[src/rtl/kce_ram.sv]
// Generic single-write, single-read RAM with registered read data.
module kce_ram #(
  parameter int W = 16,
  parameter int DEPTH = 16,
  localparam int AW = (DEPTH > 1) ? $clog2(DEPTH) : 1
) (
  input  logic          clk,
  input  logic          we,
  input  logic [AW-1:0] waddr,
  input  logic [W-1:0]  wdata,
  input  logic [AW-1:0] raddr,
  output logic [W-1:0]  rdata
);

  logic [W-1:0] mem [DEPTH];

  always_ff @(posedge clk) begin
    if (we) begin
      mem[waddr] <= wdata;
    end
    rdata <= mem[raddr];
  end

endmodule

[config.mk]
export PLATFORM = sky130hd
export DESIGN_NAME = kce_ram
export DESIGN_NICKNAME = d
export VERILOG_FILES = /design/src/rtl/kce_ram.sv
export SDC_FILE = /design/constraint.sdc
export NUM_CORES = 1
export LEC_CHECK = 0
export ABC_AREA = 0
export BUFFER_PORTS_ARGS = -buffer_cell sky130_fd_sc_hd__buf_4
export CORE_MARGIN = 4
export CORE_UTILIZATION = 24
export CTS_BUF_LIST = sky130_fd_sc_hd__clkbuf_8
export CTS_CLUSTER_SIZE = 10
export DETAILED_ROUTE_END_ITERATION = 10
export PLACE_DENSITY_LB_ADDON = 0.2
export SLEW_MARGIN = 20
export SYNTH_ARGS = -nofsm -noshare
export SYNTH_HDL_FRONTEND = slang
export SYNTH_SLANG_ARGS = --single-unit
[constraint.sdc]
create_clock -name clk -period 2.05 [get_ports clk]
set_input_delay 0 -clock clk [delete_from_list [all_inputs] [get_ports clk]]
set_output_delay 0 -clock clk [all_outputs]
set_load 0.01 [all_outputs]
==> flow_summary.toml <==
[synthesis]
syn_area_um2 = 10000
ys.flop_type = "edfxtp_1"
synth.area.top_cells = "edfxtp_1 (77%), mux4_2 (12%), dfxtp_1 (3.2%), mux4_1 (2.6%), a22oi_1 (2.4%)"
yosysWarnings = 0
syn_inst = 432
syn_nets = 458
synth-edff-count = 256
seq_area_frac_synth_pct = 79.7
yosysTopAreaCell = "edfxtp_1"
synthDominantCellAreaShare_pct = 76.5
syn-mean-instance-area_um2 = 23.2
ys_async_sr_fraction_pct = 0
yosys_register_bits = 272
synth_cell_types = 19

[sta]
fin_crit_sh_pct = 72.1
min_period_ps = 1480
final-hold-violation-count = 0
worst_slew_pin_slew_ps = 1060
relSlewSlack_pct = 29.4
rsz0062_at_grt = "false"
setup_viol = 0
slew_viol_final = 0
whs_ps = 46.3
clock.fmax_mhz = 677
finClkSkew_ps = 9.89
final.setup.tns_ps = 0
finalWorstSetupSlack_ps = 573

[floorplan]
die_h_um = 213
boundaryPins = 42
num_rows = 74
die_width_um = 213
core_area_um2 = 41100
initial_core_util_pct = 24.4
die_area_um2 = 45200

[critical_path]
cp.arrival_ps = 1710
cp-end-kind = "flop"
required_ps = 2280
start_kind = "input pin"
crit_type = "in -> reg"
cp_max_fo = 16

[clocking]
clk_pin_slew_ps = 60
cts.sinks = 272
cts_inserted_buffers = 46
htreeDepth = 2
ctsResizeCount = 0
insertion_delay_ps = 540
post_cts_buffers = 0
root_buffer = "clkbuf_8"
clk_path_buf_depth = 3
cts_tree = "yes"
ctsHoldBuffers = 18

[global_routing]
grt_pass1_vias = 5367
grt_pass1_wl_mm = 35.2
track_usage_pct = 10.7
globalRouteOverflowTotal = 0
antenna_found_initial = 0
grt_max_degree = 27

[pwr]
power.leakage_nw = 4.02
p_total_mw = 11.4
p_per_area_nw_per_um2 = 929
peakVddDrop_mv = 0.327

[finish]
nNetsFinal = 568
antenna_cells = 0
register_area_um2 = 8010
layout_common_cells = "edfxtp_1 (256), buf_4 (59), mux4_2 (54)"
final_core_util_pct = 29.8
syn_to_final_growth_pct = 22.0
multi_input_area_um2 = 1970
final_common_cell = "edfxtp_1"
n_fill_cell = 4028
drive_gt1_share_pct = 34.1

[place]
pre_cts_ws_ps = 543
gp_congestion = 0.679
hpwlAfterDp_mm = 13.0
io_buffers = 41

[hold_path]
min_path_type = "in -> reg"

[status]
status = "completed"

[flow_run]
drv_cap = 0

[routing]
vias = 4771
drt_iter0_markers = 279
ant_nets = 0
drt_pass1_iterations = 4
wl_per_cell_um = 21.4
vias_per_cell = 4.30
totalWireLength_mm = 23.8
drt_drc_violations_left = 0
-- cell families (layout without fill, tap and decap cells) --
logic type	Yosys count	after routing	share of synthesized area, %
AOI/OAI and AO/OA	32	32	2.39
muxes	64	64	14.7
DFF	272	272	79.7
buffers and inverters	21	167	1.23
and+or+nand+nor	43	43	1.92
-- Yosys cell counts, types with 2 or more instances --
library cell / count
a22oi_1: 32
mux4_1: 10
nor2b_1: 2
nor3_1: 4
buf_6: 4
buf_4: 3
buf_2: 3
mux4_2: 54
nand3b_1: 2
buf_1: 3
edfxtp_1: 256
nand2_1: 17
nor2_1: 13
dfxtp_1: 16
clkbuf_1: 8
nand2b_1: 2
-- routing by layer --
metal  global-route usage [%]  routed length (um)  vias to the layer above
met4                     3.04                 409                        0
met1                     15.2               11100                     2554
li1                         -                   -                     2065
met3                     2.12                1060                       41
met5                        0                   0                        -
met2                     16.8               11200                      111
-- cell type report --
cell class / count / area share (%)
sequential: 272 / 65.4
tap: 532 / 5.43
timing repair buffer: 83 / 6.07
clock buffer: 51 / 5.73
multi-input combinational: 139 / 16.1
clock inverter: 33 / 1.32
-- power breakdown --
group | switching, mW | internal (mW)
clock | 2.08 | 2.40
sequential | 0.0412 | 6.22
combinational | 0.349 | 0.297
total | 2.47 | 8.92
-- sequential cells by signal (all words and copies together), names as in the netlist --
| name | cells |
|---|---|
| mem | 256 |
| rdata | 16 |
-- worst max-delay path: stages --
cell,delay (ps)
dlygate4sd3_1,530
buf_4,170
nor3_4,180
dlygate4sd3_1,620
buf_12,200
-- stage by stage --
stage / std cells / instance area, um^2
after floorplan: 432 / 10000
after global placement: 1008 / 11200
after detailed placement: 1008 / 11200
after CTS: 1110 / 12300
after global routing: 1110 / 12300
final: 1110 / 12300
-- worst paths after layout --
| check | start | to | slack, ps | cells past startpoint |
|---|---|---|---|---|
| setup / recovery | waddr[1] | mem[0][15]$_DFFE_PP_ | 570 | 5 |
| hold / removal | raddr[0] | rdata[1]$_DFF_P_ | 50 | 4 |
| setup reg to reg | mem[11][10]$_DFFE_PP_ | rdata[10]$_DFF_P_ | 700 | 3 |
| hold reg to reg | mem[15][5]$_DFFE_PP_ | rdata[5]$_DFF_P_ | 670 | 3 |
Note: power is estimated with default switching activity, not from simulation.
