==> config.mk <==
export PLATFORM = sky130hd
export DESIGN_NAME = kce_div
export DESIGN_NICKNAME = d
export VERILOG_FILES = /design/src/rtl/kce_pkg.sv /design/src/rtl/kce_div.sv
export SDC_FILE = /design/constraint.sdc
export NUM_CORES = 1
export LEC_CHECK = 0
export BUFFER_PORTS_ARGS = -buffer_cell sky130_fd_sc_hd__buf_4
export CORE_ASPECT_RATIO = 0.75
export CORE_UTILIZATION = 42
export CTS_BUF_LIST = sky130_fd_sc_hd__clkbuf_8
export CTS_CLUSTER_DIAMETER = 200
export CTS_CLUSTER_SIZE = 28
export DETAILED_ROUTE_END_ITERATION = 6
export PLACE_DENSITY = 0.71
export REMOVE_ABC_BUFFERS = 1
export SYNTH_ARGS = -nofsm -noshare
export SYNTH_HDL_FRONTEND = slang
export SYNTH_SLANG_ARGS = --single-unit
export TNS_END_PERCENT = 50
==> constraint.sdc <==
create_clock -name clk -period 4.5 [get_ports clk]
set_input_delay 0.225 -clock clk [delete_from_list [all_inputs] [get_ports clk]]
set_output_delay 0.225 -clock clk [all_outputs]
set_load 0.05 [all_outputs]
==> src/rtl/kce_pkg.sv <==
// Shared types and constants for the k-means clustering engine.
package kce_pkg;

  localparam int POINTS_DEF   = 1024;
  localparam int DIMS_DEF     = 16;
  localparam int CLUSTERS_DEF = 6;

  localparam int COORD_W = 16;
  localparam int ITER_W  = 8;
  localparam int SEED_W  = 10;
  localparam int SEED_REGS = 6;
  localparam int CFG_IDX_W = 3;

  localparam logic [ITER_W-1:0] ITER_RESET = 8'd50;

  typedef enum logic [CFG_IDX_W-1:0] {
    CFG_ITER  = 3'd0,
    CFG_SEED0 = 3'd1,
    CFG_SEED1 = 3'd2,
    CFG_SEED2 = 3'd3,
    CFG_SEED3 = 3'd4,
    CFG_SEED4 = 3'd5,
    CFG_SEED5 = 3'd6
  } kce_cfg_t;

  localparam logic FUNC_LOAD  = 1'b0;
  localparam logic FUNC_QUERY = 1'b1;
  localparam logic ANS_FINISH = 1'b0;
  localparam logic ANS_QUERY  = 1'b1;

  typedef enum logic [3:0] {
    ST_IDLE,
    ST_INIT,
    ST_ASSIGN,
    ST_ASSIGN_WAIT,
    ST_SUMS,
    ST_NEXT_PT,
    ST_UPD_RD,
    ST_UPD_LOAD,
    ST_UPD_WAIT,
    ST_ROUND_END,
    ST_FINISH
  } kce_state_t;

endpackage

==> src/rtl/kce_div.sv <==
// Iterative signed-by-unsigned divider, one quotient bit per cycle, truncating toward zero.
module kce_div import kce_pkg::*; #(
  parameter int NW = 26,
  parameter int DVW = 11
) (
  input  logic               clk,
  input  logic               rst,
  input  logic               start,
  input  logic [NW-1:0]      dividend,
  input  logic [DVW-1:0]     divisor,
  output logic               done,
  output logic [COORD_W-1:0] quotient
);

  localparam int CNTW = $clog2(NW + 1);

  logic            active;
  logic [CNTW-1:0] cnt;
  logic [NW-1:0]   mag;
  logic [NW-1:0]   quo;
  logic [DVW-1:0]  rem;
  logic [DVW-1:0]  dv;
  logic            neg;
  logic [DVW:0]    trial;
  logic            fits;
  logic [NW-1:0]   quo_signed;

  assign trial = {rem, mag[NW-1]};
  assign fits  = (trial >= {1'b0, dv});

  always_ff @(posedge clk) begin
    if (rst) begin
      active <= 1'b0;
      done   <= 1'b0;
      cnt    <= '0;
    end else begin
      done <= 1'b0;
      if (start) begin
        active <= 1'b1;
        cnt    <= CNTW'(NW);
      end else if (active) begin
        cnt <= cnt - 1'b1;
        if (cnt == CNTW'(1)) begin
          active <= 1'b0;
          done   <= 1'b1;
        end
      end
    end
  end

  always_ff @(posedge clk) begin
    if (start) begin
      neg <= dividend[NW-1];
      mag <= dividend[NW-1] ? (~dividend + 1'b1) : dividend;
      dv  <= divisor;
      rem <= '0;
      quo <= '0;
    end else if (active) begin
      mag <= mag << 1;
      quo <= {quo[NW-2:0], fits};
      rem <= fits ? DVW'(trial - {1'b0, dv}) : DVW'(trial);
    end
  end

  assign quo_signed = neg ? (~quo + 1'b1) : quo;
  assign quotient   = quo_signed[COORD_W-1:0];

endmodule

==> results.md <==
- Outcome: completed
- Worst min path class: in2reg
- Post-CTS setup buffer count: 0
- Antenna violations before repair: 0
- # Max-Cap Violations: 0
- Largest fanout on the critical path: 11
- Yosys top cell by area: edfxtp_1
- Setup_tns: 0 ns
- Vias in the first global route: 3114
- Hold depth: 1
- Post-CTS Resized: 0
- Prevailing post-synth register cell: edfxtp_1
- Period utilisation layout: roughly three fifths
- VDD IR max: 0.000170 V
- Die area: 10500 um2
- Initial DRC count: approximately 220
- Overall Global Routing Usage: 17.7%
- CTS tree: built
- DRC Markers: 0
- Crit path launch: mag[25]
- Hold_sp: divisor[6]
- GP Congestion: 0.803
- Cell Area, Synth: 4250 um2
- CP Launch Type: register
- Cell count after synthesis: 451
- Cts bufs inserted: 9
- Static Leak: 1.99 nW
- Routed Antenna Nets: 0
- Top cell type's share of synthesized area: 26.8%
- Clock skew: 0.0155 ns
- I/O Buffers: 56
- Critical Path End Type: register
- Worst EP required: 4.81 ns
- Post-synth EDFFs: 38
- Arrival @ worst endpoint: 3.09 ns
- Power per Cell Area: 329 nW/um2
- CTS H-tree depth: 3
- Starting Density: 43.7%
- Drt wl/cell: roughly 14 um
- Maximum root-to-sink buffer count: 2
- DR vias: 3453
- Top area cells in the synthesized netlist: edfxtp_1 27%, dfxtp_1 16%, xor2_1 5.8%
- Pins Over Slew Limit: 0
- CTS root buffer: clkbuf_8
- Rel. slew slack: 15.3%
- Hold Vio Cnt, Final: 0
- F_max: 360 MHz
- Clk Latency, worst-skew pair: 0.36 ns
- I/O pin count: 57
- Yosys warnings: 0
- Fraction of registers with async set/reset: 0%
- WS Path Type: reg2reg
- Area of the core: ~9700 um2
- Layout Nets: between 500 and 600
- Total grt overflow: 0
- Commonest non-fill, non-tap cell in the layout: nor2_1
- RSZ-0062 raised after global routing: no
- # rows: 31
- CTS clk-pin slew, worst paths: 0.08 ns
- Area grow syn2layout: 16.1%
- Post-Route WL: 8830 um
- Placed instance area: 4760 um2
- Power after layout: 1.62 mW
- First-pass GRT wire length: 14800 um
- Die W: 118 um
- Via density per instance: around 5.4
- Layout cell share with drive strength beyond 1: 17.5%
- Crit path time final: approximately 2.8 ns
- Yosys reg bits: 72
- Final core occ: 50.7%
- RR Startpoint: mag[25]
- Final Cell Area: 4940 um2
- # clock sinks: 72
- CTS Hold Bufs: 0
- Final setup violation count: 0
- DIE HEIGHT: about 89 um
- Leading cell types in the layout, fill and taps excluded: 64 x nor2_1, 58 x buf_4, 38 x edfxtp_1, 35 x a21oi_1, 34 x dfxtp_1
- Slew @ Worst Pin: roughly 1.3 ns
- Mean Syn Cell Area: 9.42 um2
- Diodes inserted: 0
- R2R cell count: 9
- Largest net degree at the start of global routing: 53
- Sequential element share of the synthesized area: 42.9%
- Drt first pass iters: 4
- HPWL Detailed: 6230 um
- Synth cell types: 58
## layer usage
layer / vias up / GRT usage [%] / wire length, um
li1: 1720 / - / -
met1: 1641 / 24.3 / 4440
met2: 78 / 26.9 / 3810
met3: 14 / 5.55 / 472
met4: 0 / 4.90 / 107
met5: - / 0 / 0
## state kept, by name (all words and copies together) (netlist names)
register	count
cnt	5
dv	11
mag	26
done	1
quo	16
rem	11
active	1
neg	1
## logic make-up after synthesis
kind of cell	count (synthesis)	synth area share (%)
adders and majority gates	16	4.89
buffers and inverters	45	4.15
AOI/OAI and AO/OA	104	16.8
xor gates and xnor gates	45	9.27
and+or+nand+nor	152	18.1
DFF	72	42.9
muxes	17	4.00
## power by group
part           internal (mW)  switching [mW]  leakage [nW]
sequential             0.749          0.0261         0.651
combinational          0.150           0.229          1.24
clock                  0.224           0.246         0.100
## Yosys cell counts (4+ instances only)
cell      instances
and2_1            4
nand3_1           6
nor2b_1           5
clkbuf_1         17
nand4_1           6
inv_1            23
nand2_1          25
nor2_1           64
o21ai_1          10
nor3_1           10
or3_1             6
ha_1             15
o21ai_0          13
mux2i_1          17
o31ai_2           4
a21oi_1          35
xor2_1           28
nor4_1            4
xnor2_1          17
edfxtp_1         38
nand2b_1          5
a311oi_1          5
o31ai_1           8
dfxtp_1          34
## metrics by stage
stage	setup WS, ns	hold slack [ns]	instances
2_1_floorplan	2.08	0.297	429
3_3_place_gp	1.89	0.405	619
3_5_place_dp	1.77	0.406	619
4_1_cts	1.77	0.0210	635
5_1_grt	1.51	0.0127	635
6_report	1.72	0.0343	635
## path summary, 6_finish.rpt
kind              endpoint  slack, ns
hold / removal       dv[6]       0.03
setup reg to reg   rem[10]       1.72
hold reg to reg     rem[4]       0.51
setup / recovery   rem[10]       1.72
## critical path: stages (launching register included)
cell,delay (ns)
edfxtp_1,0.34
inv_1,0.05
ha_1,0.22
fa_1,0.40
nand2b_1,0.18
o2bb2ai_1,0.18
a21oi_1,0.21
o2111ai_1,0.46
a2111oi_0,0.55
a311o_1,0.16
## area by class of cell
cell class,instances,area [um2]
clock buffer,11,151
tap,132,165
multi-input combinational,334,2250
clock inverter,5,23.8
timing repair buffer,58,435
inverter,23,86.3
sequential,72,1820
fill,918,4800
No activity file was read; power rests on OpenSTA's default activity.
